==> src/hw/rtl/ptb_ram.sv <==
// Generic single-port-write, registered-read RAM.
module ptb_ram #(
   parameter int WIDTH = 8,
   parameter int DEPTH = 32
) (
   input  logic                                      clock,
   input  logic                                      wen,
   input  logic [(DEPTH > 1 ? $clog2(DEPTH) : 1)-1:0] waddr,
   input  logic [WIDTH-1:0]                          wdata,
   input  logic                                      ren,
   input  logic [(DEPTH > 1 ? $clog2(DEPTH) : 1)-1:0] raddr,
   output logic [WIDTH-1:0]                          rdata
);

   logic [WIDTH-1:0] mem [DEPTH];
   logic [WIDTH-1:0] rdata_ff;

   always_ff @(posedge clock) begin
      if (wen) begin
         mem[waddr] <= wdata;
      end
      if (ren) begin
         rdata_ff <= mem[raddr];
      end
   end

   assign rdata = rdata_ff;

endmodule

==> config.mk <==
export PLATFORM = sky130hd
export DESIGN_NAME = ptb_ram
export DESIGN_NICKNAME = d
export VERILOG_FILES = /design/src/hw/rtl/ptb_ram.sv
export SDC_FILE = /design/constraint.sdc
export NUM_CORES = 1
export LEC_CHECK = 0
export BUFFER_PORTS_ARGS = -buffer_cell sky130_fd_sc_hd__buf_4
export CORE_MARGIN = 4
export CORE_UTILIZATION = 58
export CTS_CLUSTER_DIAMETER = 80
export DETAILED_ROUTE_END_ITERATION = 10
export MAX_ROUTING_LAYER = met4
export PLACE_DENSITY = 0.75
export SLEW_MARGIN = 20
export SYNTH_ARGS = -nofsm -noshare
export SYNTH_HDL_FRONTEND = slang
export SYNTH_SLANG_ARGS = --single-unit
==> constraint.sdc <==
create_clock -name clock -period 5.65 [get_ports clock]
set_input_delay 0.2825 -clock clock [delete_from_list [all_inputs] [get_ports clock]]
set_output_delay 0.2825 -clock clock [all_outputs]
set_load 0.02 [all_outputs]
# ---- Yosys cells after proc, flatten, opt, wreduce, memory -nomap -nowiden
# Memory sizes are Yosys's and may differ from the RTL's. A register that Yosys moved wholly into a read port is not among the register bits.
# Index checks and enable logic that the tools add are counted.
dict set report word_totals {
  ff_bits 0
  latchBits 0
  mem_bits_rw 256
  rom_bits 0
  input_bits 21
  output_inout_bits 8
  wordCells 3
  n_memories 1
}
dict set report classes {
  addsub 0
  n_mul 0
  div_mod_pow 0
  order_cmp 0
  n_eq_ne 0
  shifts 0
  muxes 2
  bitwise_logic 0
  reduce_logical 0
}
# memory words word_bits rd rd_ports_with_merged_regs wr line_no
set memory_table {}
lappend memory_table {mem 32 8 1 1 1 15} ;# logic [WIDTH-1:0] mem [DEPTH];
# op n
set ops {}
lappend ops {{1-bit 2-to-1 mux} 2}

# ---- Logic depth before layout (Yosys ltp)
dict set report logic_depth {
  word_depth 2
  depth_mapped 5
  ltp_nobuf 3
}

# ---- Least setup slack after synthesis
# OpenSTA, ideal clock, no wires.
dict set report synth_timing {
  kind {input-to-reg}
  start {input port raddr[2] in the netlist's numbering}
  end {register rdata_ff[0] (netlist: rdata[0]) (read register of mem), data pin}
  setup_ns 0.260
  arrival_time_ns 1.964
  required_time_ns 5.390
  slack_ns 3.426
  stages 5
  n_path_buf 2
  path_cell_list {clkbuf_1 clkbuf_1 mux4_2 mux4_2 mux2_2}
}
# element line_no
set synth_lines {}
lappend synth_lines {{start, declared} 11} ;# input logic [(DEPTH > 1 ? $clog2(DEPTH) : 1)-1:0] raddr,
lappend synth_lines {{end, declared} 16} ;# logic [WIDTH-1:0] rdata_ff;

==> results by group <==
Outcome
  • Outcome: completed

Detailed routing
  • Wire length on met3: 1950 um
  • Wl on met1: 8560 um
  • DRT antenna net count: 0
  • Wirelength per Cell: 29.2 um
  • Post-Route WL: 20300 um
  • Vias: 4549
  • First drt pass iteration count: 5
  • Vias per cell: 6.53
  • DRC: 0
  • DR top layer: met4
  • Starting DRT DRC Count: 646
  • Met2 WL: 9500 um

Hold path
  • Hold WC Path Type: in -> reg
  • WHS Endpoint: rdata[1]
  • Hold path cells: 1
  • Hold path start: ren

Clocking
  • PostCTS Resize Cnt: 0
  • Clk sink count: 264
  • CTS clock-pin slew for the worst setup and hold paths: 0.06 ns
  • Clock Tree Buf Depth: 3
  • H-tree levels: 1
  • Post-CTS setup buffer count: 0
  • Total CTS buffers: 25
  • CTS root buf: clkbuf_16
  • Clock latency on the worst-skew pair: 0.52 ns
  • CTS tree: yes
  • # hold bufs at CTS: 0

Layout
  • Fin area: 11300 sq um
  • P&R area growth vs syn: 11.6%
  • Final instance count without filler cells: 697
  • Final nets: 474
  • Antenna cells: 0
  • Share of layout cells above drive strength 1: 33.1%
  • Fill cells: 1050

GRT
  • Vias in the first global route: 4535
  • Grt total ovfl: 0
  • First-pass GRT wire length: 30800 um
  • Largest net degree at the start of global routing: 65
  • Total GRT Usage: 22.1%
  • Initial antenna violation count: 0

Flow run
  • # Max-Cap Violations: 0

Yosys
  • Syn avg cell area: 24.3 sq um
  • Post-Synthesis Cells: 417
  • Post-Syn Area: 10100 sq um
  • Largest family of logic cells by synthesized area: multiplexers
  • Synth warn: 0
  • Post-synthesis cell type count: 14
  • Post-synthesis compound-gate area fraction: 0%
  • Adder-cell share of the synthesized area: 0%
  • Syn_nets: 438
  • Simple-gate share of the synthesized area: 2.05%
  • Seq cells post-synth: 264
  • Sequential fraction of the synthesis area: 78.2%
  • Post-synthesis mux area share: 18.7%
  • Xor/xnor share of the synthesized area: 0%

Worst setup path
  • Kind of critical path: in -> reg
  • R2r setup slk: 3.71 ns
  • Crit path DAT: 2.88 ns
  • CP Max Fanout: 48
  • R2R depth: 3
  • Crit start category: primary input
  • Critical Path RT: 5.92 ns
  • Worst reg2reg startpoint: mem[20][1]
  • Capturing point of the worst reg2reg path: rdata[1]
  • CP Capture Type: register

Floorplanning
  • Die width: 140 um
  • Row count: 48
  • Ports: 29
  • Starting Density: 58.8%
  • Die height: 140 um
  • Die area: 19700 sq um
  • Core area: 17200 sq um

Placed design
  • GP Congestion: 0.803
  • Placed cell count: 651
  • PortBufs: 28
  • Placed Area: 10500 sq um
  • Final HPWL DP: 12300 um

STA
  • Max-slew violations: 0
  • Final period util: 46.2%
  • Worst rel slew slack: 34.0%
  • Sum Neg Setup Slack: 0 ns
  • Setup violators final: 0
  • Minimum clock period: 2.61 ns
  • Max frequency: 383 MHz
  • Hold Fails Final Rpt: 0
  • RSZ-0062 raised after global routing: false
  • Post-Route Skew: 0.00835 ns
  • Worst-Margin Slew: 0.986 ns
  • Hold Worst Slack: 0.0738 ns

Power
  • P per Cell Area: 354 nW/um^2
  • Comb pwr share: 5.2%
  • Cell Int Power: 3180 uW
  • Leak Pwr: 0.00349 uW
  • Clock power share: 39.9%
  • NetSw: 817 uW
  • VDD IR max: 198 uV
  • Switching portion of total power: 20.4%
  • Sequential power share: 54.9%
critical path, cell delays in order:
cell	delay, ns
buf_4	0.71
buf_4	0.46
mux4_2	0.58
mux4_2	0.52
mux2_2	0.28
Yosys cell counts, drive strengths merged:
cell type / number / area share, %
nand3b: 5 / 0.37
or3b: 3 / 0.26
nor2: 33 / 1.2
clkbuf: 6 / 0.22
mux4: 80 / 18
nand2: 1 / 0.037
buf: 14 / 0.83
edfxtp: 264 / 78
nand3: 2 / 0.099
mux2: 8 / 0.89
or3: 1 / 0.062
registers in the layout (all words and copies together) (netlist names):
signal  flops
mem       256
rdata       8
how the worst max path moves through the flow:
stage	startpoint	endpoint
6_report	raddr[0]	rdata[5]
5_1_grt	raddr[0]	rdata[5]
4_1_cts	raddr[0]	rdata[5]
3_5_place_dp	raddr[0]	rdata[5]
3_3_place_gp	raddr[0]	rdata[5]
2_1_floorplan	raddr[2]	rdata[0]
area by class of cell:
class	instances	area (sq um)	area share, %
multi-input combinational	133	2100	18.6
clock buffer	29	641	5.67
tap	225	282	2.49
timing repair buffer	29	218	1.93
clock inverter	17	139	1.23
sequential	264	7930	70.1
cell families after synthesis:
logic type	count (synthesis)
flops	264
mux	88
buf+inv	20
simple gates	45
power groups by stage:
stage / clock network, uW / registers [uW] / logic, uW
finish: 1600 / 2200 / 206
global route: 1700 / 2200 / 221
CTS: 1610 / 2200 / 209
detailed placement: 0 / 2240 / 207
global placement: 0 / 2240 / 202
floorplan: 0 / 2240 / 116
metrics by stage:
step / worst slack, ns / total power, uW / utilization [%]
floorplan: 3.43 / 2360 / -
global placement: 2.50 / 2440 / 61.1
detailed placement: 2.45 / 2440 / 61.1
CTS: 2.97 / 4020 / 65.6
global route: 2.84 / 4120 / 65.6
finish: 3.04 / 4000 / 65.6
metal layers:
metal	track usage [%]	vias to the layer above
li1	-	1853
met1	35.7	2400
met2	30.8	267
met3	3.24	29
met4	5.05	0
met5	-	-
layout by cell type, fill, tap and decap left out:
master | netlist | routed
buf_4 | 6 | 29
bufinv_16 | 0 | 2
clkbuf_1 | 6 | 4
clkbuf_16 | 0 | 25
clkinv_1 | 0 | 6
clkinv_2 | 0 | 5
clkinvlp_4 | 0 | 3
edfxtp_1 | 264 | 264
inv_6 | 0 | 1
mux2_2 | 8 | 8
mux4_2 | 80 | 80
nand2_1 | 1 | 1
nand3_1 | 2 | 2
nand3b_1 | 5 | 5
nor2_1 | 33 | 33
or3_1 | 1 | 1
or3b_2 | 3 | 3
Power figures use the tool's default switching activity.
