$ cat src/hw/rtl/ptb_fifo.sv
// Two-entry command queue between front and back.
module ptb_fifo #(
   parameter int WIDTH = 8
) (
   input  logic             clock,
   input  logic             reset,
   input  logic             push,
   input  logic [WIDTH-1:0] push_data,
   output logic             full,
   input  logic             pop,
   output logic             not_empty,
   output logic [WIDTH-1:0] pop_data
);

   logic [WIDTH-1:0] slot_ff [2];
   logic             wr_ptr_ff, wr_ptr_in;
   logic             rd_ptr_ff, rd_ptr_in;
   logic [1:0]       count_ff, count_in;

   always_comb begin
      wr_ptr_in = wr_ptr_ff ^ push;
      rd_ptr_in = rd_ptr_ff ^ pop;
      count_in  = count_ff + 2'(push) - 2'(pop);
   end

   always_ff @(posedge clock) begin
      if (reset) begin
         wr_ptr_ff <= 1'b0;
         rd_ptr_ff <= 1'b0;
         count_ff  <= 2'd0;
      end else begin
         wr_ptr_ff <= wr_ptr_in;
         rd_ptr_ff <= rd_ptr_in;
         count_ff  <= count_in;
      end
      if (push) begin
         slot_ff[wr_ptr_ff] <= push_data;
      end
   end

   assign full      = count_ff == 2'd2;
   assign not_empty = count_ff != 2'd0;
   assign pop_data  = slot_ff[rd_ptr_ff];

endmodule

$ cat config.mk
export PLATFORM = sky130hd
export DESIGN_NAME = ptb_fifo
export DESIGN_NICKNAME = d
export VERILOG_FILES = /design/src/hw/rtl/ptb_fifo.sv
export SDC_FILE = /design/constraint.sdc
export NUM_CORES = 1
export LEC_CHECK = 0
export BUFFER_PORTS_ARGS = -buffer_cell sky130_fd_sc_hd__buf_2
export CAP_MARGIN = 0
export CORE_MARGIN = 10
export CORE_UTILIZATION = 25
export CTS_CLUSTER_SIZE = 8
export DETAILED_ROUTE_END_ITERATION = 7
export SETUP_SLACK_MARGIN = 0.4
export SKIP_CTS_REPAIR_TIMING = 1
export SKIP_LAST_GASP = 1
export SLEW_MARGIN = 40
export SYNTH_ARGS = -nofsm -noshare
export SYNTH_HDL_FRONTEND = slang
export SYNTH_SLANG_ARGS = --single-unit
export TNS_END_PERCENT = 50
$ cat constraint.sdc
create_clock -name clock -period 1.44 [get_ports clock]
set_clock_uncertainty 0.15 [all_clocks]
set_input_delay 0.288 -clock clock [delete_from_list [all_inputs] [get_ports clock]]
set_output_delay 0.288 -clock clock [all_outputs]
set_load 0.005 [all_outputs]
---- Word level (Yosys, flattened, before mapping) ----
Memory sizes are Yosys's and may differ from the RTL's. A register that Yosys moved wholly into a read port is not among the register bits.
Cells that the tools add are included.
storage, ports and cells
  register bits after elaboration ......... 4
  memories kept ........................... 1
  output and inout bits ................... 10
  logic and storage cells ................. 13
  bits of input ports ..................... 12
  bits in writable memories ............... 16
cells by class
  mux-type cells .......................... 3
  equality and inequality tests ........... 1
  add/subtract/negate cells ............... 2
  bitwise operators ....................... 2
  reductions and logical operators ........ 1
memories
  memory   words  width  read ports  clocked after Yosys merged registers in  write ports  line  RTL
  slot_ff  2      8      1           1                                        1            15    logic [WIDTH-1:0] slot_ff [2];
operator list
  cell                                   number
  2-to-1 mux 1 bit                       3
  adder 2 x 1 -> 2 bit                   1
  == test 2 bit (second input constant)  1
  nonzero test 2 bit                     1
  subtractor 2 x 1 -> 2 bit              1
  XOR 1 bit                              2

---- Logic depth before layout (Yosys ltp) ----
  depth after elaboration ................. 2
  depth in mapped cells ................... 6
  mapped depth without buffers ............ 6

---- Worst setup path before layout ----
No wires, ideal clock.
  kind .................................... reg-to-reg
  start point ............................. register count_ff[0]
  end point ............................... register count_ff[1]
  cell stages (with the launch flop) ...... 7
  slack ................................... 0.157 ns
  period minus slack after synthesis ...... 1.283 ns
  library setup time ...................... 0.110 ns
  required time ........................... 1.180 ns
  arrival ................................. 1.022 ns
  path buffers ............................ 0
  cell sequence ........................... dfxtp_1 inv_1 ha_1 inv_1 ha_1 xnor3_1 nor2_1
on the way
  longest elaborated chain between the ends .. 2
ends and longest elaborated chain
  item                       line  RTL
  from (decl)                18    logic [1:0] count_ff, count_in;
  from (signal assigned)     34    count_ff <= count_in;
  adder 2 x 1 -> 2 bit       23    count_in = count_ff + 2'(push) - 2'(pop);
  subtractor 2 x 1 -> 2 bit  23
No other way between the ends.
A chain may end at the register's enable or synchronous reset.

==> metrics.md <==
| Metric | Value |
|---|---|
| Slew Viols, Final | 0 |
| First-pass GRT wire length | 2.06 mm |
| Overall die width | about 76 um |
| Number of port buffers | 21 |
| Final setup fails | 8 |
| Sw power | 285 uW |
| TritonCTS clock tree | built |
| TritonCTS Buffers | 3 |
| Ratio of cells with drive above 1 in the final layout | 0.653 |
| Routed WL per cell | 12.9 um |
| Clock power frac | 0.211 |
| Flops & latches, synth | 20 |
| Max-cap violation count | 0 |
| Worst IR Drop VDD | 0.256 mV |
| Diode count | 0 |
| Nets@finish | 89 |
| Drt drc | 0 |
| Num ports | 22 |
| GRT overflow | 0 |
| Placer's final routability congestion estimate | a little under 0.6 |
| Post-DRT Antenna Nets | 0 |
| YS warnings | 0 |
| Worst-margin pin slew | 0.218 ns |
| Leakage | roughly 0.45 nW |
| Register area share after synthesis | 0.718 |
| Pin count of the biggest net entering global routing | 12 |
| HP Class | input pin to flop |
| HP Start | push_data[0] |
| Max incr delay on CP | 0.37 ns |
| Cells after DPL | 108 |
| Total design power | 1.27 mW |
| CP startpoint kind | flop |
| Die Y | about 76 um |
| # rows | 20 |
| Commonest non-fill, non-tap cell in the layout | edfxtp_1 |
| Headroom to the max-slew limit | 0.855 |
| Vias/cell | slightly below 4 |
| Layout Area Growth over Synthesis | 45.5% |
| Worst-path clk slew | 0.11 ns |
| Max Freq | 0.612 GHz |
| Synthesized area | 781 um^2 |
| Register share of total power | 0.552 |
| Comb power frac | 0.238 |
| Power density cells | roughly 1100 nW/um^2 |
| Avg Inst Size Synth | between 15 and 20 um^2 |
| Count of cell types in the netlist | 11 |
| Worst-path cell chain | buf_8 > mux2_4 > buf_6 |
| Crit. End Element | primary output |
| Max FO, Critical Path | 5 |
| Reg-to-reg startpoint | count_ff[0]$_SDFF_PP0_ |
| Highest-count cells in the layout ignoring fill and taps | edfxtp_1, buf_2, buf_6 |
| Core area | 3030 um^2 |
| H-Tree Depth | 1 |
| Final period utilization | 1.14 |
| Starting Density | 0.258 |
| Status | finished with violations |
| Final Hold Viols | 0 |
| Initial antenna violation count | 0 |
| Pint | about 980 uW |
| Hold path cells | 1 |
| Kind of critical path | flop to primary output |
| R2R Setup Slk | 0.11 ns |
| Post-Layout Cell Count | around 120 |
| Initial DRC count | 23 |
| Total clock sinks | 20 |
| Final worst slack | -0.195 ns |
| Drt pass-1 iters | 2 |
| R2R depth | 6 |
| Skew-Pair Late Insertion Delay | 0.28 ns |
| CTS root buf | clkbuf_4 |
| Failing checks | negative setup slack |
| Buffer depth of the longest clock path | 2 |
| Period minus WS final | 1.63 ns |
| Sw frac | 0.225 |
| Vias in the first global route | 436 |
| RR Endpoint | count_ff[1]$_SDFF_PP0_ |
| Die area | between 5000 and 6000 um^2 |
| Worst path slowest cell | dfxtp_4 |
| WP data required | 1.00 ns |
| Syn Inst Count | 44 |
| Final Util | 0.375 |
| Setup repair after global routing missed its margin | true |
| Vias | 450 |
| Final wirelength | ~1.5 mm |
| CP arrival | 1.20 ns |
| Syn Nets | 60 |
| Worst hold path endpoint | slot_ff[1][0]$_DFFE_PP_ |
| Tot GR Track Use | 0.0503 |
-- through the flow --
stage          setup WS [ns]  hold WS [ns]  setup TNS [ns]  area [um^2]
3_3_place_gp          0.0442         0.328               0          968
5_1_grt               -0.247      -0.00138           -1.94         1140
6_report              -0.195        0.0267           -1.52         1140
4_1_cts               -0.298        0.0194           -2.36          995
3_5_place_dp          0.0347         0.331               0          968
2_1_floorplan          0.171         0.202               0          820
-- flip-flops by register name, summed over array words and instances (netlist names) --
register and count:
rd_ptr_ff 1, wr_ptr_ff 1, slot_ff 16, count_ff 2
-- synth_stat cells --
cell / n / area share
nor2b_1: 2 / 0.016
buf_4: 1 / 0.0096
ha_1: 4 / 0.064
nor2_1: 3 / 0.014
dfxtp_1: 4 / 0.10
mux2_1: 8 / 0.12
edfxtp_1: 16 / 0.62
or2_1: 1 / 0.0080
xnor2_1: 1 / 0.011
inv_1: 3 / 0.014
xnor3_1: 1 / 0.029
-- layout make-up --
cell class | count | area [um^2]
multi-input combinational | 20 | 279
sequential | 20 | 568
clock buffer | 4 | 26.3
tap | 44 | 55.1
fill | 294 | 1890
inverter | 3 | 11.3
timing repair buffer | 25 | 196
-- power groups by stage --
stage,logic (mW),clock network [mW],registers (mW)
global route,0.335,0.304,0.704
CTS,0.200,0.277,0.706
floorplan,0.142,0,0.702
global placement,0.196,0,0.716
finish,0.301,0.267,0.699
detailed placement,0.200,0,0.720
-- per-layer routing --
metal  global-route usage  share of wire
met1               0.0482           0.36
met5                    0              0
met3               0.0286          0.092
met4               0.0309         0.0054
met2               0.0821           0.54
-- worst max-delay path by stage --
stage / startpoint / slack [ns] / endpoint / depth (start not counted)
after floorplan: count_ff[0]$_SDFF_PP0_ / 0.17 / count_ff[1]$_SDFF_PP0_ / 6
after global placement: rd_ptr_ff$_SDFF_PP0_ / 0.04 / pop_data[0] / 2
after detailed placement: rd_ptr_ff$_SDFF_PP0_ / 0.03 / pop_data[0] / 2
after CTS: rd_ptr_ff$_SDFF_PP0_ / -0.30 / pop_data[0] / 2
after global routing: rd_ptr_ff$_SDFF_PP0_ / -0.25 / pop_data[5] / 3
final: rd_ptr_ff$_SDFF_PP0_ / -0.19 / pop_data[1] / 3
-- kinds of logic (layout without fill, tap and decap cells) --
logic type                 count (synthesis)  in the layout  synth area share
muxes                                      8              8             0.115
xor gates and xnor gates                   2              2            0.0401
adders and majority gates                  4              4            0.0641
and+or+nand+nor                            6              6            0.0385
buffers and inverters                      4             32            0.0240
DFF                                       20             20             0.718
-- worst max-delay path, delay by kind of cell (launching register included) --
kind / cells / cell delay [ns]
buf+inv: 2 / 0.24
flops: 1 / 0.37
mux: 1 / 0.30
Power figures use the tool's default switching activity.
