`src/hw/rtl/ptb_pkg.sv`:
```
// Shared types and constants of the periodic timer bank.
package ptb_pkg;

   localparam int IdWidth     = 6;
   localparam int TickWidth   = 32;
   localparam int PeriodWidth = 28;
   localparam int MsWidth     = 29;
   localparam int DriftWidth  = 21;
   localparam int AccumWidth  = 22;

   localparam logic [AccumWidth-1:0] InputClock = 22'd1193180;
   localparam logic [DriftWidth-1:0] DriftMax   = 21'd1193179;
   localparam logic [DriftWidth-1:0] DriftReset = 21'd3180;
   localparam logic [PeriodWidth-1:0] PeriodMax = {PeriodWidth{1'b1}};

   typedef enum logic [1:0] {
      CMD_TICK    = 2'd0,
      CMD_ALLOC   = 2'd1,
      CMD_RELEASE = 2'd2,
      CMD_SET_IVL = 2'd3
   } cmd_type;

   typedef enum logic [1:0] {
      KIND_STATUS = 2'd0,
      KIND_EXPIRY = 2'd1,
      KIND_DONE   = 2'd2
   } kind_type;

   typedef enum logic [2:0] {
      ST_OK         = 3'd0,
      ST_NO_FREE    = 3'd1,
      ST_BAD_IVL    = 3'd2,
      ST_BAD_ID     = 3'd3,
      ST_NOT_ACTIVE = 3'd4
   } status_type;

   typedef struct packed {
      cmd_type                 cmd;
      logic [IdWidth-1:0]      id;
      logic                    bad_id;
      logic                    zero_ms;
      logic [PeriodWidth-1:0]  period;
   } entry_type;

   typedef struct packed {
      logic [TickWidth-1:0]    last_fire;
      logic [PeriodWidth-1:0]  countdown;
      logic [PeriodWidth-1:0]  period;
   } timer_rec_type;

endpackage

```
`src/hw/rtl/ptb_front.sv`:
```
// Front end: accepts request beats, classifies and scales the interval.
module ptb_front
   import ptb_pkg::*;
#(
   parameter int TIMERS       = 32,
   parameter int TICKS_PER_MS = 10
) (
   input  logic        req_tvalid,
   output logic        req_tready,
   input  logic [31:0] req_tdata,
   input  logic [1:0]  req_tuser,
   input  logic        q_full,
   output logic        q_push,
   output entry_type   q_entry
);

   logic [7:0]  id;
   logic [23:0] ms;
   logic [33:0] prod;

   always_comb begin
      id   = req_tdata[7:0];
      ms   = req_tdata[31:8];
      prod = 34'(ms) * 34'(TICKS_PER_MS);
      q_entry.cmd     = cmd_type'(req_tuser);
      q_entry.id      = id[IdWidth-1:0];
      q_entry.bad_id  = id >= 8'(TIMERS);
      q_entry.zero_ms = ms == 24'd0;
      q_entry.period  = (prod > 34'(PeriodMax)) ? PeriodMax : prod[PeriodWidth-1:0];
   end

   assign req_tready = !q_full;
   assign q_push     = req_tvalid && !q_full;

endmodule

```
`config.mk`:
```
export PLATFORM = sky130hd
export DESIGN_NAME = ptb_front
export DESIGN_NICKNAME = d
export VERILOG_FILES = /design/src/hw/rtl/ptb_pkg.sv /design/src/hw/rtl/ptb_front.sv
export SDC_FILE = /design/constraint.sdc
export NUM_CORES = 1
export LEC_CHECK = 0
export BUFFER_PORTS_ARGS = -buffer_cell sky130_fd_sc_hd__buf_4
export CAP_MARGIN = 20
export CORE_UTILIZATION = 45
export DETAILED_ROUTE_END_ITERATION = 12
export PLACE_DENSITY = 0.81
export SYNTH_ARGS = -nofsm -noshare
export SYNTH_HDL_FRONTEND = slang
export SYNTH_SLANG_ARGS = --single-unit
```
`constraint.sdc`:
```
create_clock -name vclk -period 1.9
set_input_delay 0 -clock vclk [all_inputs]
set_output_delay 0 -clock vclk [all_outputs]
set_load 0.01 [all_outputs]
```
# Yosys cells after proc, flatten, opt, wreduce, memory -nomap -nowiden
# Index checks and enable logic that the tools add are counted.
dict set report totals {
  romBits 0
  in_bits 36
  n_memories 0
  wordCells 5
  register_bits 0
  out_inout_bits 40
  latchBits 0
  ram_bits 0
}
dict set report op_classes {
  div_mod_pow 0
  add_sub_neg 0
  order_cmp 1
  reduce_logical 3
  shifts 0
  eq_ne 0
  n_mux 0
  bitwise 0
  n_mul 1
}
# op n
set op_table {}
lappend op_table {{24-bit by 3-bit multiplier with 27-bit output (second input constant)} 1}
lappend op_table {{24-bit logical NOT} 1}
lappend op_table {{8-bit by 6-bit >= comparator with 1-bit output (second input constant)} 1}
lappend op_table {{1-bit logical AND} 1}
lappend op_table {{1-bit logical NOT} 1}

# Longest topological paths before layout
# Gate-level depths: netlist of run 1.
dict set report logic_depth {
  ltp_word 2
  ltp_mapped 9
  ltp_nobuf 9
}

# Worst setup path before layout of run 1
# Ideal clock, no wire load.
dict set report synth_timing {
  path_kind {in2out}
  start {in req_tdata[9]}
  end {out q_entry[24] (netlist name)}
  t_required_ps 1900
  stages 9
  t_arrival_ps 1852
  n_path_buf 0
  slack_ps 48
  path_cell_list {ha_1 -> ha_1 -> fa_1 -> a21o_1 -> nand3_1 -> a211o_1 -> nand3_2 -> a221oi_2 -> xnor2_1}
}
# element line
set synth_rtl {}
lappend synth_rtl {{from (decl)} ptb_front.sv:10} ;# input logic [31:0] req_tdata,
lappend synth_rtl {{to (decl)} ptb_front.sv:14} ;# output entry_type q_entry

==> run summary, run 1 <==
Failing checks: setup timing
Most frequent CP cell: ha_4
# diodes: 0
DRC: 0
Area delta synth->final: 87.9%
Post-DP HPWL: 4020 um
Slowest cell on crit path: fa_2
First-pass GRT wire length: 9640 um
Worst Path Max Fanout: 3
Post-synthesis sequential area ratio: 0%
Synthesized cell area: 0.00160 mm2
Final setup vio count: 15
Number of distinct library cells after synthesis: 44
Setup ws final: -0.205 ns
CLK BUF: 0
Tcrit/Tclk final: 111%
DRT Wirelength: 7960 um
Max_slew headroom: 67.0%
Largest family of logic cells by synthesized area: adder cells
Setup crit end kind: output port
Hold_ws: 0.00000389 ns
Status: finished, violations left
Yosys warning count: 0
Synth Area in Simple Gates: 16.8%
Pwr dens: 503 mW/mm2
CORE AREA: 0.00336 mm2
Leak Pwr: 1.37 nW
Placed instance area: 0.00234 mm2
Largest stage delay on the critical path: 0.35 ns
Commonest non-fill, non-tap cell in the layout: buf_4
Critical-path cell list: buf_8, ha_4, ha_4, fa_2, a21o_1, nand3_4, a211o_1, nand3_2, a221oi_2, xnor2_1, buf_4
MaxCap Viol Count: 0
CP delay by family, top: adder cells
Die W: 61.7 um
Slew Viols, Final: 0
Dpl ws: -0.259 ns
Seq Cell Count: 0
Sequential Area: 0 um2
Total track usage: 34.6%
Post-layout min period: 2.10 ns
Worst-Margin Slew: 0.491 ns
Post-synthesis adder-cell area fraction: 35.6%
Compound-Gate Fraction of Synth Area: 27.9%
Vias: 2233
Final net count: 393
Peak VDD IR: 0.328 mV
# rows: 21
Syn Inst Count: 206
Most frequent cells in the layout: 110 x buf_4, 24 x ha_4, 18 x ha_1, 12 x nand2_1, 12 x xnor2_1
GP Congestion: 0.901
Buf+Inv Stages, Crit Path: 2
Total power: 1.51 mW
Mux share of post-synthesis cell area: 0.625%
Initial DRC count: 188
RSZ-0062 raised after global routing: yes
Vias in the first global route: 2010
Initial Utilization: 47.6%
Share of layout cells above drive strength 1: 59.7%
Syn avg cell area: 7.77 um2
Hold Path Class: in -> out
Height of the die: 61.7 um
Die area: 0.00380 mm2
Final Util: 89.5%
Initial antenna violation count: 0
Number of port buffers: 61
Routed vias/inst: 6.27
Highest clock rate: 475 MHz
CP Data Arrival Time: 2.10 ns
Ports: 76
Final instance area: 0.00301 mm2
CP required: 1.90 ns
WL/cell: 22.3 um
Crit start category: input port
First-pass DRT Iterations: 4
Setup CP Type: in -> out
Number of hold violations in the final report: 0
Global route total overflow: 0
XOR/XNOR Fraction of Synth Area: 10.9%
Post-route ant nets: 0
Pin count of the biggest net entering global routing: 11
Syn_nets: 287
==> report_power, final <==
group	internal (mW)	total, mW	switching [mW]
logic	0.782	1.51	0.730
registers	0	0	0
clock network	0	0	0
==> repair_timing <==
item / in CTS / in global routing
hold buffers: 0 / 0
setup buffers: 2 / 14
pin swaps: 31 / 32
gates resized for setup: 45 / 37
setup endpoints to repair: 14 / 14
==> path summary, 6_finish.rpt <==
check	slack, ns	endpoint	startpoint	depth (start not counted)
setup / recovery	-0.20	q_entry[24]	req_tdata[9]	11
hold / removal	0.000004	q_entry[37]	req_tuser[1]	0
==> routing by layer <==
layer / share of wire (%) / vias up / track usage (%)
met5: 0 / - / 0
met4: 6.9 / 0 / 16.2
met3: 7.4 / 51 / 2.52
met2: 50 / 154 / 66.1
met1: 35 / 1046 / 38.5
li1: - / 982 / -
==> through the flow <==
step                      TNS, ns  std cells
after floorplan                 0        206
after global placement      -1.98        340
after detailed placement    -2.56        340
after CTS                  -0.231        342
after global routing        -2.66        356
final                       -1.63        356
==> cell families (layout without fill, tap and decap cells) <==
group / Yosys count / count (layout)
other: 1 / 1
buffers and inverters: 22 / 126
adder cells (fa/ha/maj): 45 / 45
AO/OA/AOI/OAI: 65 / 65
AND/OR/NAND/NOR: 52 / 52
XOR/XNOR: 20 / 20
multiplexers: 1 / 1
==> synth_stat cells, types with 3 or more instances <==
master,instances,area share [%]
o21ai_1,6,1.9
nand2_1,13,3.0
nor2_1,10,2.3
o21bai_1,3,1.4
inv_1,5,1.2
a21oi_1,20,6.3
nor4_1,6,2.3
o21ai_0,5,1.6
xor2_1,7,3.8
clkbuf_1,4,0.94
buf_4,11,5.2
xnor2_1,13,7.1
nand3_1,5,1.6
nand4_1,7,2.7
a21o_1,10,4.7
ha_1,44,34
==> area by class of cell <==
cell class	count	area, um2
repair buffers	121	965
inverters	5	18.8
fillers	155	354
well taps	46	57.6
multi-input cells	184	1970
Power figures use the tool's default switching activity.
==> run 2: changes to the inputs <==
Settings changed: BUFFER_PORTS_ARGS -buffer_cell sky130_fd_sc_hd__buf_4 to unset, DONT_BUFFER_PORTS set to 1, PLACE_DENSITY 0.81 to unset.
==> run summary, run 2 (same netlist as run 1, synthesis figures left out) <==
Status: completed
Crit start category: input port
Most frequent cells in the layout: 29 x ha_1, 28 x buf_4, 19 x a21oi_1, 13 x nand2_1, 12 x xnor2_1
Most frequent CP cell: a221oi_4
Cts hold-fix bufs: 0
Setup TNS Final: 0 ns
Final Util: 59.8%
Peak VDD IR: 0.222 mV
RSZ-0062 raised after global routing: yes
Highest clock rate: 530 MHz
# rows: 21
Fill count: 337
Final net count: 301
First-pass GRT wire length: 6490 um
Worst Path Max Fanout: 3
First-pass DRT Iterations: 4
Buf+Inv Stages, Crit Path: 0
Vias: 1630
Global route total overflow: 0
Area delta synth->final: 25.6%
Die area: 0.00380 mm2
Height of the die: 61.7 um
# diodes: 0
Hold Path Class: in -> out
WL/cell: 17.8 um
Post-DP HPWL: 3720 um
Ports: 76
Initial DRC count: 63
Slowest cell on crit path: ha_2
DRC: 0
Die W: 61.7 um
Initial antenna violation count: 0
Commonest non-fill, non-tap cell in the layout: ha_1
Total track usage: 22.0%
Number of port buffers: 0
Vias in the first global route: 1587
Routed vias/inst: 6.17
CORE AREA: 0.00336 mm2
Finished Layout Cells: 264
Setup CP Type: in -> out
Dpl ws: -0.117 ns
GP Congestion: 0.818
Initial Utilization: 47.6%
Sequential Area: 0 um2
Slew Viols, Final: 0
Pwr dens: 460 mW/mm2
Largest stage delay on the critical path: 0.31 ns
Critical-path cell list: ha_1, ha_2, and2_4, a221oi_4, a211o_1, nand3_2, a221oi_4, xnor2_2
Pin count of the biggest net entering global routing: 11
Post-route ant nets: 0
Tcrit/Tclk final: 99.3%
CP Data Arrival Time: 1.89 ns
Number of hold violations in the final report: 0
Share of layout cells above drive strength 1: 29.8%
DRT Wirelength: 4700 um
CLK BUF: 0
Leak Pwr: 0.894 nW
Seq Cell Count: 0
CP required: 1.90 ns
Placed cell count: 261
Final setup vio count: 0
Post-layout min period: 1.89 ns
Setup ws final: 0.0136 ns
CP delay by family, top: compound AO/OA/AOI/OAI gates
Multi-input logic area: 0.00171 mm2
MaxCap Viol Count: 0
Setup crit end kind: output port
-- run 2: cell types whose count changed in the layout (fill, tap and decap cells not counted), moves of 3 or more --
cell     previous run  this run
o21ai_2             4         1
a21oi_2            10         3
buf_8               4         0
a21oi_1            10        19
ha_1               18        29
o21ai_1             3         7
buf_6               7         1
buf_4             110        28
ha_4               24        11
-- run 2: power by group --
part,internal [mW],total [mW],switching (mW)
Combinational,0.424,0.925,0.501
Sequential,0,0,0
Clock,0,0,0
-- run 2: area by class of cell --
class | count | share of cell area, %
Inverter | 5 | 0.933
Multi-Input combinational cell | 184 | 85.2
Tap cell | 46 | 2.86
Timing Repair Buffer | 29 | 11.0
-- run 2: stage by stage --
step,instance area [um2],hold slack [ns],power (mW)
2_1_floorplan,1600,0.0435,0.594
3_3_place_gp,1750,0.0000945,0.772
3_5_place_dp,1750,0.0000942,0.787
4_1_cts,1830,0.0000942,0.840
5_1_grt,2010,0.0000321,1.00
6_report,2010,0.00000444,0.925
-- run 2: repair_timing --
item,in CTS,in global routing
pin swaps,12,14
setup buffers,2,1
endpoints found under the setup margin,10,12
resized for setup,11,23
-- run 2: path summary, 6_finish.rpt --
path                          start          end  slack [ns]  cells after the start
worst max-delay path  req_tdata[13]  q_entry[24]        0.01                      8
worst min-delay path   req_tuser[1]  q_entry[37]    0.000004                      0
-- run 2: layer usage --
| metal | global-route usage, % | part of all wire, % | vias to the layer above | wire length (um) |
|---|---|---|---|---|
| met5 | 0 | 0 | - | 0 |
| met4 | 3.81 | 1.3 | 0 | 61 |
| met3 | 3.15 | 5.6 | 6 | 262 |
| met2 | 42.4 | 53 | 60 | 2500 |
| met1 | 25.7 | 40 | 772 | 1880 |
| li1 | - | - | 792 | - |
