### config.mk
export PLATFORM = sky130hd
export DESIGN_NAME = ptb_div
export DESIGN_NICKNAME = d
export VERILOG_FILES = /design/src/hw/rtl/ptb_pkg.sv /design/src/hw/rtl/ptb_div.sv
export SDC_FILE = /design/constraint.sdc
export NUM_CORES = 1
export LEC_CHECK = 0
export BUFFER_PORTS_ARGS = -buffer_cell sky130_fd_sc_hd__buf_2
export CORE_ASPECT_RATIO = 1.1
export CORE_MARGIN = 2
export CORE_UTILIZATION = 65
export DETAILED_ROUTE_END_ITERATION = 16
export PLACE_DENSITY_LB_ADDON = 0.2
export SYNTH_ARGS = -nofsm -noshare
export SYNTH_HDL_FRONTEND = slang
export SYNTH_SLANG_ARGS = --single-unit
### constraint.sdc
create_clock -name clock -period 11.1 [get_ports clock]
set_input_delay 2.22 -clock clock [delete_from_list [all_inputs] [get_ports clock]]
set_output_delay 2.22 -clock clock [all_outputs]
set_load 0.05 [all_outputs]
### src/hw/rtl/ptb_pkg.sv
// Shared types and constants of the periodic timer bank.
package ptb_pkg;

   localparam int IdWidth     = 6;
   localparam int TickWidth   = 32;
   localparam int PeriodWidth = 28;
   localparam int MsWidth     = 29;
   localparam int DriftWidth  = 21;
   localparam int AccumWidth  = 22;

   localparam logic [AccumWidth-1:0] InputClock = 22'd1193180;
   localparam logic [DriftWidth-1:0] DriftMax   = 21'd1193179;
   localparam logic [DriftWidth-1:0] DriftReset = 21'd3180;
   localparam logic [PeriodWidth-1:0] PeriodMax = {PeriodWidth{1'b1}};

   typedef enum logic [1:0] {
      CMD_TICK    = 2'd0,
      CMD_ALLOC   = 2'd1,
      CMD_RELEASE = 2'd2,
      CMD_SET_IVL = 2'd3
   } cmd_type;

   typedef enum logic [1:0] {
      KIND_STATUS = 2'd0,
      KIND_EXPIRY = 2'd1,
      KIND_DONE   = 2'd2
   } kind_type;

   typedef enum logic [2:0] {
      ST_OK         = 3'd0,
      ST_NO_FREE    = 3'd1,
      ST_BAD_IVL    = 3'd2,
      ST_BAD_ID     = 3'd3,
      ST_NOT_ACTIVE = 3'd4
   } status_type;

   typedef struct packed {
      cmd_type                 cmd;
      logic [IdWidth-1:0]      id;
      logic                    bad_id;
      logic                    zero_ms;
      logic [PeriodWidth-1:0]  period;
   } entry_type;

   typedef struct packed {
      logic [TickWidth-1:0]    last_fire;
      logic [PeriodWidth-1:0]  countdown;
      logic [PeriodWidth-1:0]  period;
   } timer_rec_type;

endpackage

### src/hw/rtl/ptb_div.sv
// Divide by TICKS_PER_MS through a registered reciprocal multiply.
module ptb_div
   import ptb_pkg::*;
#(
   parameter int TICKS_PER_MS = 10
) (
   input  logic                 clock,
   input  logic                 start,
   input  logic [TickWidth-1:0] x,
   output logic [MsWidth-1:0]   q
);

   localparam int          Shift = $clog2(TICKS_PER_MS);
   localparam logic [63:0] Mul   = ((64'd1 << (32 + Shift)) / TICKS_PER_MS) + 64'd1;
   localparam logic [31:0] MulLo = Mul[31:0];

   logic [TickWidth-1:0] x_ff;
   logic [63:0]          prod_ff;
   logic [64:0]          sum;

   always_ff @(posedge clock) begin
      if (start) begin
         x_ff    <= x;
         prod_ff <= 64'(x) * 64'(MulLo);
      end
   end

   always_comb begin
      sum = {1'b0, x_ff, 32'd0} + {1'b0, prod_ff};
      q   = MsWidth'(sum >> (32 + Shift));
   end

endmodule

* Word-level counts from Yosys, hierarchy flattened
Index checks and enable logic that the tools add are counted.
** Storage, ports and cells
- Register bits :: 95
- Bits of input ports :: 34
- Word-level logic and storage cells :: 4
** Operators by class
- Add/sub/neg operators :: 1
- $mul :: 1
** Operators by type and width (count)
- $add 64x64->65 :: 1
- $mul 32x31->63 const B :: 1

* Logic depth before layout (Yosys ltp)
Gate-level depths: netlist of run 1.
- Depth in word-level cells :: 1
- Depth in mapped cells :: 25
- Gate-level depth less buffers :: 25

* Least setup slack after synthesis of run 1
OpenSTA, ideal clock, no wires.
- Path type :: input port to flip-flop
- Start point :: input port x[20]
- End point :: register prod_ff[47] (data pin)
- Library setup time :: 0.266 ns
- Data arrival time :: 8.044 ns
- Required time :: 10.834 ns
- Setup slack :: 2.790 ns
- Stages :: 21
- Path buffers :: 0
- Path through :: ha_1 -> fa_1 -> fa_1 -> inv_1 -> fa_1 -> inv_1 -> fa_1 -> fa_1 -> fa_1 -> inv_1 -> fa_1 -> inv_1 -> ha_1 -> a21oi_1 -> nand2_1 -> a2111oi_2 -> o311ai_1 -> nor4b_2 -> nor2_1 -> a31o_1 -> xor2_1
** Between the ends
- Longest elaborated chain between the ends :: 1
** Ends and longest elaborated chain
- from (decl) :: line ptb_div.sv:9 : input logic [TickWidth-1:0] x,
- $mul 32x31->63 :: line ptb_div.sv:24 : prod_ff <= 64'(x) * 64'(MulLo);
- to (signal assigned) :: line ptb_div.sv:24
- to (decl) :: line ptb_div.sv:18 : logic [63:0] prod_ff;
Every way passes these cells.
A chain may end at the register's enable or synchronous reset.

* Final worst setup path of run 1
- Start point :: input port x[9]
- End point :: register prod_ff[47] (data pin)
Same word-level chain as after synthesis.

==> summary.txt, run 1 <==
Worst setup path
  – Critical Path Start Type: input pin
  – CP endpoint kind: register
  – CP top delay family: adder cells
  – Crit path cell chain: buf_2 > ha_1 > fa_1 > fa_1 > fa_1 > fa_1 > fa_1 > fa_1 > inv_1 > fa_1 > inv_1 > ha_1 > a21oi_2 > o21ai_1 > a221oi_1 > o21ai_1 > nor4b_2 > nor2_1 > a31o_1 > xor2_1
  – Crit path buffers/inverters: 3
  – CP peak stage delay: 620 ps
  – Crit path max fanout: 7
  – Required time worst endpoint: 11170 ps
  – Critical-path top delay cell: ha_1
  – Most used cell, CP: fa_1
  – Critical path type: input pin to register
  – WP data arrival: 9240 ps

Routing
  – Met1 WL: 20400 um
  – DR WL/cell: 23.4 um
  – Total wire length: 54200 um
  – 1st-iter DRT viols: 862
  – Avg Vias per Cell: 5.84
  – Final ANT Viol Nets: 0
  – Met2 Routed Length: 26700 um
  – WL met3: 3080 um
  – Vias: 13525
  – Post-route DRC: 0
  – Top sig layer: met4
  – Drt pass-1 iters: 5

Logic synthesis
  – Async SR Flop Fraction: 0
  – Compound-gate portion of the synthesized area: 0.0881
  – Mux share of post-synthesis cell area: 0.00161
  – Syn_nets: 2647
  – Yosys warns: 0
  – Syn_area_per_cell: 10.3 um2
  – Syn Inst Count: 1876
  – Simple-Gate Fraction of Synth Area: 0.0503
  – Post-synthesis xor/xnor area fraction: 0.0262
  – Register bit total from synthesis: 64
  – Top FF cell, synth: edfxtp_1
  – Netlist cell types: 66
  – Synthesized area: 19400 um2
  – Main combinational cell family by area after synthesis: adder cells
  – Synth Area in Adders: 0.626
  – Sequential cell area fraction in the yosys report: 0.0992
  – EDFF count, synth: 64

Timing
  – Fmax: 0.109 GHz
  – Setup_tns: 0 ps
  – Period minus WS final: 9160 ps
  – Slew Viols, Final: 0
  – Slew HR: 0.416
  – Final setup viols: 0
  – Period utilization: 0.826
  – Final Hold Viols: 0
  – RSZ-0062 raised after global routing: no
  – Tightest Pin Transition: 876 ps

Worst hold path
  – Worst Hold Depth: 1
  – HP Class: input pin to register
  – Hold Path Sink: x_ff[20]
  – Hold wc startpoint: x[20]

Layout
  – Seq. cell area: 1920 um2
  – Antenna fix cells: 0
  – Share of layout cells above drive strength 1: 0.0541
  – Area grow syn2layout: 5.09%
  – Multi-input logic area: 15300 um2
  – Fin nets: 2706
  – Final instance area: 20400 um2
  – Filler instances: 2364
  – Final Core Density: 0.690

Run status
  – Status: finished, final reports clean

Clock network
  – CTS H-tree lvls: 3
  – CTS tree: done
  – Num CTS Buffers: 9
  – Clk sinks: 64
  – Setup bufs post-CTS: 0
  – Clock root buffer: clkbuf_16
  – Clock transition at path regs: 60 ps
  – Longest Clk Path Bufs: 2
  – Post-cts sizing count: 0
  – Cts hold-fix bufs: 0

Die
  – Rows: 66
  – I/O pins: 63
  – Die width: 169 um
  – Die ar.: 31200 um2
  – Initial Utilization: 0.657
  – CORE AREA: 29500 um2
  – Die Height: 185 um

Placed design
  – DP HPWL: 48500 um
  – DP Area: 20100 um2
  – PortBufs: 62
  – RD Place Congestion: 1.02

Job
  – Max-Cap Viols: 0

GRT
  – Vias in the first global route: 14788
  – Grt ovf: 0
  – Initial antenna violation count: 0
  – GRT Overall Usage: 0.370
  – First-pass GRT wire length: 84000 um
  – Largest net degree at the start of global routing: 65
layout by cell type (no fill, tap or decap), types with 5 or more instances in the layout:
| cell type | n |
|---|---|
| o21bai_1 | 8 |
| nor4_1 | 6 |
| a21o_1 | 39 |
| o21ai_0 | 37 |
| buf_2 | 62 |
| fa_1 | 386 |
| ha_1 | 351 |
| nor2_1 | 40 |
| xor2_1 | 20 |
| a21oi_2 | 10 |
| xnor2_1 | 38 |
| a21oi_1 | 79 |
| edfxtp_1 | 64 |
| and2_1 | 5 |
| o21ai_1 | 7 |
| inv_1 | 544 |
| nor2b_1 | 5 |
| a31oi_1 | 5 |
| clkbuf_16 | 9 |
| a211oi_1 | 5 |
| nand4_1 | 18 |
| o21a_1 | 8 |
| nor3_1 | 13 |
| nand2_1 | 70 |
| nand2b_1 | 5 |
| nand3_1 | 24 |
synthesized netlist by cell type, types with 3 or more instances:
master     count  share of area
ha_1         351           0.23
o2111ai_1      4         0.0018
inv_1        544           0.11
and2_1         5         0.0016
fa_1         386           0.40
a21boi_0       4         0.0016
a21oi_2       10         0.0045
o21ai_1        7         0.0018
o311ai_1       4         0.0018
nand2b_1       5         0.0016
a311oi_1       3         0.0014
nor3_1        13         0.0034
xnor2_1       38          0.017
nor2b_1        5         0.0016
o22ai_1        4         0.0013
o21bai_1       8         0.0031
o21a_1         8         0.0031
a41oi_1        4         0.0018
o31ai_1        3         0.0012
edfxtp_1      64          0.099
o21ai_0       37         0.0096
nand3_1       24         0.0062
a21o_1        39          0.015
nor3b_1        3         0.0012
or2_2          3        0.00097
a21oi_1       79          0.020
nor4_1         6         0.0019
xor2_1        20         0.0090
a211oi_1       5         0.0019
and3_1         3        0.00097
nand2_1       70          0.014
nand4_1       18         0.0058
nor2_1        40         0.0078
clkbuf_1      13         0.0025
a31oi_1        5         0.0016
flip-flops by register name, summed over array words and instances, names as in the netlist:
signal   count
prod_ff     32
x_ff        32
worst max path at each step:
stage,from,endpoint,depth (start not counted)
2_1_floorplan,x[20],prod_ff[47],21
3_3_place_gp,x[8],prod_ff[47],23
3_5_place_dp,x[16],prod_ff[47],22
4_1_cts,x[9],prod_ff[47],20
5_1_grt,x[8],prod_ff[47],23
6_report,x[9],prod_ff[47],20
layout make-up:
class,instances,share of cell area
clock buffers,10,0.0112
well taps,374,0.0230
inverters,544,0.100
multi-input cells,1253,0.754
flip-flops and latches,64,0.0944
clock inverters,6,0.00178
repair buffers,63,0.0156
cell families (layout without fill, tap and decap cells):
group	Yosys count	in the layout
flops	64	64
compound gates	253	253
simple gates	202	202
mux	3	3
xor+xnor	58	58
fa+ha+maj	737	737
buf+inv	559	623
layer usage:
| layer | GRT usage | vias up |
|---|---|---|
| li1 | - | 6091 |
| met1 | 0.445 | 6815 |
| met2 | 0.628 | 454 |
| met3 | 0.0556 | 165 |
| met4 | 0.233 | 0 |
| met5 | 0 | - |
stage by stage:
step                      hold slack [ps]  worst slack [ps]  instances
after CTS                            2200              2060       2314
after detailed placement             2570              1720       2298
after global routing                 2230              1680       2314
final                                2230              1940       2314
after floorplan                      2320              2790       1876
after global placement               2580              1810       2298
Power of run 1 is left out: the tool's default activity adds up to more than one toggle a clock period on the data nets, which glitch-free logic cannot reach.
==> inputs of run 2 (changes only) <==
CORE_UTILIZATION = 60   (was 65)
clock period = 8.1 ns   (was 11.1 ns; I/O delays follow)
==> run 2 against run 1 <==
Against the previous run:
- cell count increased by 9.1%
- largest cell class unchanged
- design area increased by 6.4%
- sequential share of layout area decreased by 0.57 points
==> summary.txt, run 2 (synthesis gave the netlist of run 1 again) <==
Run status
  – Status: finished, final reports clean

Placed design
  – DP HPWL: 50800 um
  – Dpl cells: 2506
  – DP Area: 21300 um2
  – RD Place Congestion: 1.05
  – PortBufs: 62

Layout
  – Filler instances: 2570
  – Commonest non-fill, non-tap cell in the layout: inv_1
  – Final instance area: 21700 um2
  – Layout Cells excl Fill: 2525
  – Fin nets: 2862
  – Most frequent cells in the layout: 544 x inv_1, 386 x fa_1, 350 x ha_1
  – Top flop regs: prod_ff x32, x_ff x32
  – Multi-input logic area: 15400 um2
  – Area grow syn2layout: 11.8%
  – Seq. cell area: 1920 um2
  – Share of layout cells above drive strength 1: 0.128

Routing
  – Total wire length: 55600 um
  – Drt pass-1 iters: 5
  – Vias: 14203
  – 1st-iter DRT viols: 1023
  – Final ANT Viol Nets: 0
  – Top sig layer: met4
  – Avg Vias per Cell: 5.62
  – Met2 Routed Length: 27500 um
  – Met1 WL: 21000 um
  – DR WL/cell: 22.0 um
  – WL met3: 2610 um
  – Post-route DRC: 0

GRT
  – Initial antenna violation count: 3
  – Grt ovf: 0
  – Largest net degree at the start of global routing: 65
  – First-pass GRT wire length: 86700 um
  – Vias in the first global route: 15595
  – GRT Overall Usage: 0.348

Job
  – Max-Cap Viols: 0

Worst setup path
  – Critical Path Start Type: input pin
  – WP data arrival: 8040 ps
  – Crit path max fanout: 4
  – CP endpoint kind: register
  – Required time worst endpoint: 8170 ps
  – Critical path type: input pin to register

Timing
  – Period utilization: 0.984
  – Period minus WS final: 7970 ps
  – Setup_tns: 0 ps
  – Slew HR: 0.443
  – Tightest Pin Transition: 836 ps
  – Final Hold Viols: 0
  – Fmax: 0.125 GHz
  – Final setup viols: 0
  – Slew Viols, Final: 0

Clock network
  – Clock transition at path regs: 60 ps
  – Num CTS Buffers: 9
  – Setup bufs post-CTS: 0
  – CTS H-tree lvls: 3
  – Clk sinks: 64
  – Clock root buffer: clkbuf_16
  – CTS tree: done
  – Longest Clk Path Bufs: 2

Die
  – Rows: 69
  – Die Height: 192 um
  – Die width: 175 um
  – CORE AREA: 32000 um2
  – Die ar.: 33700 um2
  – Initial Utilization: 0.605
  – I/O pins: 63

Worst hold path
  – HP Class: input pin to register
  – Worst Hold Depth: 1
  – Hold wc startpoint: x[19]
  – Hold Path Sink: x_ff[19]
-- run 2: cell types whose count changed in the layout (fill, tap and decap cells not counted), sizes merged --
cell / before / now
inv: 544 / 547
buf: 63 / 219
diode: 0 / 3
clkbuf: 10 / 9
clkinvlp: 3 / 1
-- run 2: metal layers --
layer  global-route usage  up-vias
met5                    0        -
met4                0.224        0
met3               0.0426      187
met2                0.600      478
met1                0.414     7128
li1                     -     6410
-- run 2: worst max-delay path: stages --
cell and delay [ps]:
buf_2 140, ha_1 340, fa_1 500, fa_1 550
inv_1 50, fa_1 500, inv_1 50, fa_1 610
fa_1 450, fa_1 490, inv_1 50, fa_1 480
inv_1 80, ha_1 330, a21oi_2 210, buf_4 160
o21ai_0 80, a22oi_1 240, a21oi_1 170, nor4_2 370
a21oi_4 120, o41ai_2 330, xnor2_1 120
-- run 2: final cells by class --
class,count,area share
clock inverters,7,0.00243
clock buffers,9,0.0104
inverters,544,0.0943
repair buffers,219,0.0688
multi-input cells,1253,0.710
diodes,3,0.000347
well taps,426,0.0246
flip-flops and latches,64,0.0888
-- run 2: stage by stage --
stage          utilization  setup WS [ps]  hold slack (ps)
2_1_floorplan            -            390             1720
3_3_place_gp         0.666           -195             1980
3_5_place_dp         0.666           -288             1980
4_1_cts              0.675           88.9             1640
5_1_grt              0.676          -32.0             1620
6_report             0.676            128             1660
-- run 2: repair_timing --
action / CTS / global route
endpoints found under the hold margin: 0 / 0
cloned: 0 / 0
pin swaps: 0 / 0
hold buffers: 0 / 0
setup endpoints to repair: 1 / 10
resized for setup: 1 / 7
-- run 2: worst max path at each step --
stage,start,endpoint
finish,x[20],prod_ff[63]
global route,x[5],prod_ff[63]
CTS,x[13],prod_ff[49]
detailed placement,x[12],prod_ff[49]
global placement,x[12],prod_ff[53]
floorplan,x[20],prod_ff[47]
Power of run 2 is left out for the same reason.
==> inputs of run 3 (changes only) <==
CORE_MARGIN = 4   (was 2)
==> run 3 against run 2 <==
Against the previous run:
- sequential cell count unchanged
- via count increased by 0.90%
- critical path depth rose by 1
- critical path type unchanged
==> summary.txt, run 3 (synthesis gave the netlist of run 1 again) <==
Worst setup path
  – Crit path buffers/inverters: 7
  – Required time worst endpoint: 8170 ps
  – Crit path cell chain: buf_2 > ha_1 > fa_1 > fa_1 > inv_1 > fa_1 > inv_1 > fa_1 > fa_1 > fa_1 > inv_1 > fa_1 > inv_1 > ha_1 > a21oi_2 > nand2_1 > a2111oi_4 > o311ai_2 > buf_4 > nor4b_2 > buf_4 > nor2_1 > a31o_1 > xor2_1
  – Most used cell, CP: fa_1
  – CP endpoint kind: register
  – Crit path max fanout: 4
  – WP data arrival: 8010 ps
  – CP top delay family: adder cells
  – WP depth: 24
  – Critical-path top delay cell: fa_1
  – Critical path type: input pin to register
  – CP peak stage delay: 550 ps
  – Critical Path Start Type: input pin

Clock network
  – Num CTS Buffers: 9
  – Clk sinks: 64
  – CTS H-tree lvls: 3
  – CTS tree: done
  – Setup bufs post-CTS: 0
  – Longest Clk Path Bufs: 2
  – Clock transition at path regs: 50 ps
  – Clock root buffer: clkbuf_16

Job
  – Max-Cap Viols: 0

GRT
  – Initial antenna violation count: 0
  – Met2 usage in global routing: 0.574
  – GRT Overall Usage: 0.337
  – First-pass GRT wire length: 88600 um
  – Met1 Usage GRT: 0.424
  – Largest net degree at the start of global routing: 65
  – Top Usage Layer GRT: met2
  – Grt ovf: 0
  – Met3 GRT Util: 0.0637
  – Vias in the first global route: 15766

Die
  – Initial Utilization: 0.612
  – Die width: 179 um
  – Die ar.: 35200 um2
  – Rows: 68
  – Die Height: 196 um
  – CORE AREA: 31700 um2
  – I/O pins: 63

Routing
  – Avg Vias per Cell: 5.62
  – 1st-iter DRT viols: 939
  – Vias: 14331
  – Drt pass-1 iters: 5
  – Final ANT Viol Nets: 0
  – Total wire length: 56900 um
  – Post-route DRC: 0
  – DR WL/cell: 22.3 um

Timing
  – Final setup viols: 0
  – Fmax: 0.126 GHz
  – Slew HR: 0.447
  – Tightest Pin Transition: 829 ps
  – Final Hold Viols: 0
  – Period minus WS final: 7940 ps
  – RSZ-0062 raised after global routing: yes
  – Period utilization: 0.980
  – Setup ws final: 161 ps
  – Slew Viols, Final: 0
  – Setup_tns: 0 ps

Worst hold path
  – Worst Hold Depth: 1
  – HP Class: input pin to register

Layout
  – Antenna fix cells: 0
  – Area grow syn2layout: 13.3%
  – Commonest non-fill, non-tap cell in the layout: inv_1
  – Filler instances: 2480
  – Fin nets: 2895
  – Top flop regs: prod_ff x32, x_ff x32
  – Share of layout cells above drive strength 1: 0.142
  – Most frequent cells in the layout: 544 x inv_1, 386 x fa_1, 350 x ha_1

Placed design
  – DP HPWL: 52200 um
  – RD Place Congestion: 1.05
  – Worst slack, placed: -201 ps
  – PortBufs: 62

Run status
  – Status: finished, final reports clean
-- run 3: cell count changes in the layout (fill, tap and decap cells not counted), sizes merged --
cell,before,now
buf,219,251
diode,3,0
bufinv,0,1
clkbuf,9,10
clkinv,3,4
clkinvlp,1,0
inv,547,546
-- run 3: worst paths after layout --
path | from | slack [ps] | end
worst max-delay path | x[16] | 160 | prod_ff[47]
worst min-delay path | x[28] | 1640 | x_ff[28]
-- run 3: metrics by stage --
step	area (um2)	hold WS (ps)	std cells	utilization
final	22000	1640	2549	0.694
after CTS	21900	1630	2549	0.691
after floorplan	19400	1720	1876	-
after detailed placement	21600	1980	2533	0.682
after global placement	21600	1970	2533	0.682
after global routing	22000	1620	2549	0.694
-- run 3: final cells by class --
class | count | area (um2) | share of cell area
flip-flops and latches | 64 | 1920 | 0.0875
clock buffers | 9 | 225 | 0.0103
well taps | 420 | 526 | 0.0239
repair buffers | 252 | 1760 | 0.0804
multi-input cells | 1253 | 15400 | 0.702
inverters | 544 | 2040 | 0.0930
clock inverters | 7 | 70.1 | 0.00319
-- run 3: what timing repair did --
action / CTS / global route
hold buffers: 0 / 0
setup endpoints to repair: 0 / 12
resized for setup: 0 / 12
-- run 3: per-layer routing --
layer | routed length, um | vias to the layer above | share of wire
met5 | 0 | - | 0
met4 | 3130 | 0 | 0.055
met3 | 3730 | 157 | 0.066
met2 | 28300 | 544 | 0.50
met1 | 21800 | 7161 | 0.38
li1 | - | 6469 | -
Power of run 3 is left out for the same reason.
